## config.mk

```make
export PLATFORM = sky130hd
export DESIGN_NAME = length_prefixed_crc16_framer
export DESIGN_NICKNAME = d
export VERILOG_FILES = /design/src/design/lpcf_pkg.sv /design/src/design/lpcf_engine.sv /design/src/design/length_prefixed_crc16_framer.sv
export VERILOG_INCLUDE_DIRS = /design/src /design/src/design
export SDC_FILE = /design/constraint.sdc
export NUM_CORES = 1
export LEC_CHECK = 0
export ABC_CLOCK_PERIOD_IN_PS = 3700
export BUFFER_PORTS_ARGS = -buffer_cell sky130_fd_sc_hd__buf_2
export CELL_PAD_IN_SITES_DETAIL_PLACEMENT = 2
export CELL_PAD_IN_SITES_GLOBAL_PLACEMENT = 2
export CORE_AREA = 5 5 127 129
export CTS_CLUSTER_SIZE = 12
export DETAILED_ROUTE_END_ITERATION = 6
export DIE_AREA = 0 0 132 134
export PLACE_DENSITY_LB_ADDON = 0.1
export SETUP_SLACK_MARGIN = 0.02
export SYNTH_ARGS = -nofsm -noshare
export SYNTH_HDL_FRONTEND = slang
export SYNTH_HIERARCHICAL = 1
export SYNTH_SLANG_ARGS = --single-unit
```

## constraint.sdc

```tcl
create_clock -name clk -period 3.7 [get_ports clk]
set_input_delay 0.74 -clock clk [delete_from_list [all_inputs] [get_ports clk]]
set_output_delay 0.74 -clock clk [all_outputs]
set_load 0.005 [all_outputs]
```

## src/design/length_prefixed_crc16_framer_assert.svh

```systemverilog
// assertion macros for the length-prefixed crc-16 framer
// expects clk and rst_n in scope of the module that includes this file
`ifndef LENGTH_PREFIXED_CRC16_FRAMER_ASSERT_SVH
`define LENGTH_PREFIXED_CRC16_FRAMER_ASSERT_SVH

// same-cycle implication, disabled while in reset
`define LPCF_ASSERT_NOW(lbl, cond, prop) \
    lbl: assert property (@(posedge clk) disable iff (!rst_n) (cond) |-> (prop)) \
        else $error("framer assertion failed");

// next-cycle implication, disabled while in reset
`define LPCF_ASSERT_NEXT(lbl, cond, prop) \
    lbl: assert property (@(posedge clk) disable iff (!rst_n) (cond) |=> (prop)) \
        else $error("framer assertion failed");

`endif

```

## src/design/lpcf_pkg.sv

```systemverilog
// shared types, constants and the crc-16 byte fold for the framer
// no dependencies
`default_nettype none

package lpcf_pkg;

    localparam int BYTE_W      = 8;
    localparam int LEN_W       = 16;
    localparam int CRC_W       = 16;
    localparam int MAX_RESULTS = 5;
    localparam int CNT_W       = 3;

    localparam logic [CRC_W-1:0] CRC_INIT = 16'hFFFF;
    localparam logic [CRC_W-1:0] CRC_POLY = 16'h1021;
    localparam logic [CRC_W-1:0] CRC_TOP  = 16'h8000;

    localparam logic KIND_START = 1'b0;
    localparam logic KIND_DATA  = 1'b1;

    typedef struct packed {
        logic [MAX_RESULTS-1:0][BYTE_W-1:0] bytes;
        logic [CNT_W-1:0]                   count;
        logic                               done;
        logic                               err;
    } lpcf_group_t;

    function automatic logic [CRC_W-1:0] crc_fold(input logic [CRC_W-1:0] crc_in,
                                                  input logic [BYTE_W-1:0] b);
        logic [CRC_W-1:0] c;
        c = crc_in ^ {b, 8'h00};
        for (int k = 0; k < BYTE_W; k++)
        begin
            if ((c & CRC_TOP) != '0)
                c = (c << 1) ^ CRC_POLY;
            else
                c = c << 1;
        end
        return c;
    endfunction

endpackage

`default_nettype wire

```

## src/design/lpcf_engine.sv

```systemverilog
// frame state (crc, bytes left, open flag) and result group builder
// depends on lpcf_pkg
`default_nettype none

module lpcf_engine (
    input  wire logic                        clk,
    input  wire logic                        rst_n,
    input  wire logic                        accept,
    input  wire logic                        kind,
    input  wire logic [lpcf_pkg::LEN_W-1:0]  frame_length,
    input  wire logic [lpcf_pkg::BYTE_W-1:0] data_byte,
    input  wire logic [lpcf_pkg::BYTE_W-1:0] command_code,
    output lpcf_pkg::lpcf_group_t            group
);
    import lpcf_pkg::*;

    logic [CRC_W-1:0] crc_reg, crc_next;
    logic [LEN_W-1:0] left_reg, left_next;
    logic             open_reg, open_next;
    logic [CRC_W-1:0] crc_fold_val;
    logic [LEN_W-1:0] left_dec;
    logic             len_zero;
    logic             dec_zero;

    assign crc_fold_val = crc_fold(crc_reg, data_byte);
    assign left_dec     = left_reg - LEN_W'(1);
    assign len_zero     = (frame_length == '0);
    assign dec_zero     = (left_dec == '0);

    always_comb
    begin
        crc_next  = crc_reg;
        left_next = left_reg;
        open_next = open_reg;
        group     = '0;
        case (kind)
            KIND_START:
            begin
                crc_next        = CRC_INIT;
                left_next       = frame_length;
                open_next       = !len_zero;
                group.bytes[0]  = command_code;
                group.bytes[1]  = frame_length[15:8];
                group.bytes[2]  = frame_length[7:0];
                group.bytes[3]  = CRC_INIT[15:8];
                group.bytes[4]  = CRC_INIT[7:0];
                group.count     = len_zero ? CNT_W'(5) : CNT_W'(3);
                group.done      = len_zero;
            end
            KIND_DATA:
            begin
                if (!open_reg)
                begin
                    group.count = CNT_W'(1);
                    group.err   = 1'b1;
                end
                else
                begin
                    crc_next       = crc_fold_val;
                    left_next      = left_dec;
                    open_next      = !dec_zero;
                    group.bytes[0] = data_byte;
                    group.bytes[1] = crc_fold_val[15:8];
                    group.bytes[2] = crc_fold_val[7:0];
                    group.count    = dec_zero ? CNT_W'(3) : CNT_W'(1);
                    group.done     = dec_zero;
                end
            end
            default:
            begin
                group.count = CNT_W'(1);
                group.err   = 1'b1;
            end
        endcase
    end

    always_ff @(posedge clk or negedge rst_n)
    begin
        if (!rst_n)
        begin
            crc_reg  <= CRC_INIT;
            left_reg <= '0;
            open_reg <= 1'b0;
        end
        else if (accept)
        begin
            crc_reg  <= crc_next;
            left_reg <= left_next;
            open_reg <= open_next;
        end
    end

endmodule

`default_nettype wire

```

## src/design/length_prefixed_crc16_framer.sv

```systemverilog
// latency: first byte of an item's output appears the cycle after the request is taken
// throughput: with m_tready high, an item's bytes leave one byte a cycle, and
// a frame's non-final data byte gives one byte, so one request per cycle is sustained
// the next request is taken in the cycle the last byte of the previous group leaves
// reset (rst_n low, asynchronous): output group emptied, crc to ffff, no frame open,
// command code to 0
`default_nettype none
`include "length_prefixed_crc16_framer_assert.svh"

module length_prefixed_crc16_framer (
    input  wire logic        clk,
    input  wire logic        rst_n,
    input  wire logic        cfg_valid,
    output logic             cfg_ready,
    input  wire logic [7:0]  cfg_data,     // command_code
    input  wire logic        s_tvalid,
    output logic             s_tready,
    input  wire logic [23:0] s_tdata,      // frame_length [15:0], data_byte [23:16]
    input  wire logic        s_tuser,      // kind
    output logic             m_tvalid,
    input  wire logic        m_tready,
    output logic [7:0]       m_tdata,      // out_byte
    output logic             m_tlast,
    output logic [1:0]       m_tuser       // frame_done [0], error [1]
);
    import lpcf_pkg::*;

    logic [BYTE_W-1:0]                  cmd_reg;
    logic [MAX_RESULTS-1:0][BYTE_W-1:0] buf_reg, buf_next;
    logic [CNT_W-1:0]                   rem_reg, rem_next;
    logic                               done_reg, done_next;
    logic                               err_reg, err_next;
    logic                               take;
    logic                               accept;
    lpcf_group_t                        group;

    assign cfg_ready = 1'b1;

    assign m_tvalid = (rem_reg != '0);
    assign take     = m_tvalid && m_tready;
    assign s_tready = (rem_reg == '0) || (take && (rem_reg == CNT_W'(1)));
    assign accept   = s_tvalid && s_tready;

    assign m_tdata  = buf_reg[0];
    assign m_tlast  = (rem_reg == CNT_W'(1));
    assign m_tuser  = {err_reg, done_reg && m_tlast};

    lpcf_engine u_engine (
        .clk          (clk),
        .rst_n        (rst_n),
        .accept       (accept),
        .kind         (s_tuser),
        .frame_length (s_tdata[15:0]),
        .data_byte    (s_tdata[23:16]),
        .command_code (cmd_reg),
        .group        (group)
    );

    always_comb
    begin
        buf_next  = buf_reg;
        rem_next  = rem_reg;
        done_next = done_reg;
        err_next  = err_reg;
        if (accept)
        begin
            buf_next  = group.bytes;
            rem_next  = group.count;
            done_next = group.done;
            err_next  = group.err;
        end
        else if (take)
        begin
            buf_next = buf_reg >> BYTE_W;
            rem_next = rem_reg - CNT_W'(1);
        end
    end

    always_ff @(posedge clk or negedge rst_n)
    begin
        if (!rst_n)
        begin
            cmd_reg  <= '0;
            rem_reg  <= '0;
            done_reg <= 1'b0;
            err_reg  <= 1'b0;
        end
        else
        begin
            if (cfg_valid && cfg_ready)
                cmd_reg <= cfg_data;
            rem_reg  <= rem_next;
            done_reg <= done_next;
            err_reg  <= err_next;
        end
    end

    always_ff @(posedge clk)
    begin
        buf_reg <= buf_next;
    end

    `LPCF_ASSERT_NOW(a_accept_drains, accept && m_tvalid, m_tready && m_tlast)
    `LPCF_ASSERT_NOW(a_done_is_last, m_tvalid && m_tuser[0], m_tlast && !m_tuser[1])
    `LPCF_ASSERT_NOW(a_error_single, m_tvalid && m_tuser[1], m_tlast && (m_tdata == 8'h00))
    `LPCF_ASSERT_NEXT(a_accept_shows, accept, m_tvalid)
    `LPCF_ASSERT_NOW(a_count_range, m_tvalid, rem_reg <= CNT_W'(MAX_RESULTS))

endmodule

`default_nettype wire
```

==> impl_metrics.env <==
export IMPL_status="completed"
export IMPL_synth_distinct_cells=61
export IMPL_ys_seq_area_frac=0.469
export IMPL_multiInputGateArea_um2=2300
export IMPL_syn_cell_area_um2=5060
export IMPL_peakVddDrop_mv=0.485
export IMPL_ff_latch_area_um2=2370
export IMPL_rsz0062_at_grt="false"
export IMPL_grt_first_pass_wirelength_um=22900
export IMPL_grt_pass1_vias=3866
export IMPL_wl_um=14200
export IMPL_nets=509
export IMPL_hold_buffers=0
export IMPL_n_antenna_cell=0
export IMPL_pre_cts_ws_ns=0.956
export IMPL_die_h_um=134
export IMPL_drive_gt1_frac=0.308
export IMPL_io_buffers=50
export IMPL_via_per_inst=5.42
export IMPL_grt_antenna_before_repair=0
export IMPL_design_area_um2=5560
export IMPL_cts_root_buf="clkbuf_16"
export IMPL_hp_class="reg -> reg"
export IMPL_fmax_ghz=0.384
export IMPL_clockBufferDepth=2
export IMPL_htreeDepth=3
export IMPL_leakage_nw=2.23
export IMPL_grt_max_degree=43
export IMPL_drt_iter0_drc=145
export IMPL_drt_pre_antenna_iters=4
export IMPL_period_minus_slack_ns=2.61
export IMPL_ctsResizeCount=0
export IMPL_period_share=0.704
export IMPL_ios=52
export IMPL_end_kind="flop"
export IMPL_num_vias=3573
export IMPL_die_area_um2=17700
export IMPL_fin_setup_tns_ns=0
export IMPL_drv_cap=0
export IMPL_path_class="reg -> reg"
export IMPL_place_hpwl_um=10000
export IMPL_critical_path_required_ns=3.92
export IMPL_ys_ff_latch=86
export IMPL_cts_made_buffers=9
export IMPL_fin_skew_ns=0.00474
export IMPL_route_detailed_drc=0
export IMPL_cts_setup_buffers=0
export IMPL_wl_per_cell_um=21.6
export IMPL_core_area_um2=14900
export IMPL_clkSinkCount=86
export IMPL_place_area_um2=5290
export IMPL_slew_headroom=0.397
export IMPL_area_growth_pct=9.91
export IMPL_initial_core_util=0.339
export IMPL_cp_start_kind="flop"
export IMPL_gp_congestion=0.826
export IMPL_finalPower_mw=5.06
export IMPL_slew_viol_final=0
export IMPL_grt_usage=0.165
export IMPL_cp_slowest_cell="nor2_1"
export IMPL_cp_max_fo=23
export IMPL_holdWs_ns=0.513
export IMPL_hold_viol=0
export IMPL_syn_nets=490
export IMPL_slowest_delay_ns=0.48
export IMPL_setup_ws_ns=1.09
export IMPL_fillers=1546
export IMPL_postRouteAntennaNets=0
export IMPL_overflow=0
export IMPL_die_width_um=132
export IMPL_yosysWarningCount=6
export IMPL_worstPathCellList="inv_1 > ha_1 > a21oi_4 > nor2_8 > inv_1 > nor2_1 > buf_4 > o21ai_0 > nand2_1 > o21ai_0"
export IMPL_rows=45
export IMPL_synth_cells=447
export IMPL_largest_reg_flops=32
export IMPL_cts_tree="done"
export IMPL_setup_violations=0
export IMPL_clk_pin_slew_worst_paths_ns=0.07
export IMPL_regToRegSetupSlack_ns=1.09
export IMPL_avgSynthCellArea_um2=11.3
export IMPL_worst_pin_slew_ns=0.904
export IMPL_critPathArrivalTime_ns=2.83
export IMPL_clock_latency_ns=0.35
export IMPL_power_density_nw_per_um2=909
-- routing by layer --
layer	global-route usage	vias up	wire (um)
met5	0	-	0
met3	0.0274	11	300
met1	0.227	1859	6880
met2	0.268	51	6860
li1	-	1652	-
met4	0.0474	0	172
-- critical path: cells and delay by family, from the launching register on --
kind | cells | cell delay [ns]
adders and majority gates | 1 | 0.31
buffers and inverters | 3 | 0.59
and+or+nand+nor | 3 | 0.87
AOI/OAI and AO/OA | 3 | 0.27
DFF | 1 | 0.42
-- where the power goes --
group,switching (mW),leakage [nW],internal (mW)
sequential,0.334,0.939,1.58
combinational,1.23,1.17,1.04
clock,0.414,0.129,0.461
total,1.98,2.23,3.08
-- per-stage QoR --
stage	instances	utilization
final	659	0.373
after floorplan	447	-
after global placement	643	0.354
after global routing	659	0.373
after CTS	659	0.373
after detailed placement	643	0.354
-- cell families after synthesis --
family                     after synthesis  share of synthesized area
AOI/OAI and AO/OA                      106                      0.147
muxes                                   47                      0.124
other                                    2                    0.00148
and+or+nand+nor                        108                      0.121
adders and majority gates                5                     0.0124
xor gates and xnor gates                28                     0.0484
buffers and inverters                   65                     0.0764
DFF                                     86                      0.469
-- worst paths after layout --
path,startpoint,end,cells past startpoint
setup / recovery,rem_reg[0],u_engine/left_reg[0],10
hold / removal,u_engine/crc_reg[5],u_engine/crc_reg[5],2
setup reg to reg,rem_reg[0],u_engine/left_reg[0],10
hold reg to reg,u_engine/crc_reg[5],u_engine/crc_reg[5],2
max in group asynchronous,rst_n,u_engine/crc_reg[7],2
min in group asynchronous,rst_n,u_engine/left_reg[8],1
-- cell type report --
| cell class | count | area share |
|---|---|---|
| clock buffer | 10 | 0.0412 |
| timing repair buffer | 61 | 0.0598 |
| tap | 188 | 0.0423 |
| sequential | 86 | 0.426 |
| clock inverter | 6 | 0.00832 |
| multi-input combinational | 296 | 0.414 |
| inverter | 12 | 0.00810 |
-- synthesized netlist by cell type (all sizes together) --
cell type | count | area (um^2)
nor2b | 2 | 12.5
nand2 | 22 | 82.6
o22a | 4 | 35.0
nor3b | 1 | 7.51
nor2 | 33 | 140
clkbuf | 14 | 52.6
mux2i | 5 | 50.1
and3 | 10 | 67.6
o21ai | 11 | 55.1
mux2 | 42 | 578
ha | 5 | 62.6
o32ai | 1 | 16.3
edfxtp | 40 | 1200
dfrtp | 30 | 751
xnor2 | 22 | 193
and4b | 1 | 10.0
conb | 2 | 7.51
inv | 11 | 41.3
o31ai | 1 | 7.51
o311a | 1 | 10.0
o22ai | 17 | 106
nor4 | 9 | 90.1
nand3 | 13 | 65.1
clkinv | 1 | 3.75
a211oi | 1 | 7.51
nand3b | 1 | 7.51
a22o | 12 | 105
a21oi | 31 | 166
o211ai | 7 | 57.6
nor4bb | 1 | 10.0
nor3 | 6 | 51.3
a221o | 1 | 10.0
dfstp | 16 | 420
o2bb2ai | 11 | 96.3
and2b | 1 | 10.0
xor2 | 6 | 52.6
and2 | 3 | 18.8
a21o | 3 | 22.5
a21boi | 3 | 26.3
a221oi | 2 | 23.8
nor4b | 1 | 8.76
buf | 39 | 289
nand4 | 3 | 18.8
nand2b | 1 | 13.8
-- placed cells by master, fill, tap and decap left out, types with 3 or more instances in the layout --
cell	instances
a21oi_1	30
dfstp_2	16
nor3_1	3
a22o_1	12
and3_1	9
dfrtp_1	30
o2bb2ai_1	11
o21ai_0	11
a21o_1	3
nand4_1	3
nor4_1	5
o211ai_1	6
nand3_1	13
mux2_1	6
mux2_4	28
o22ai_1	17
inv_1	10
xor2_1	6
o22a_1	4
nand2_1	22
ha_1	5
mux2i_1	5
nor2_1	32
edfxtp_1	40
clkbuf_16	9
buf_2	50
nor4_2	3
mux2_2	8
buf_4	11
xnor2_1	22
(Power assumes the default switching activity.)
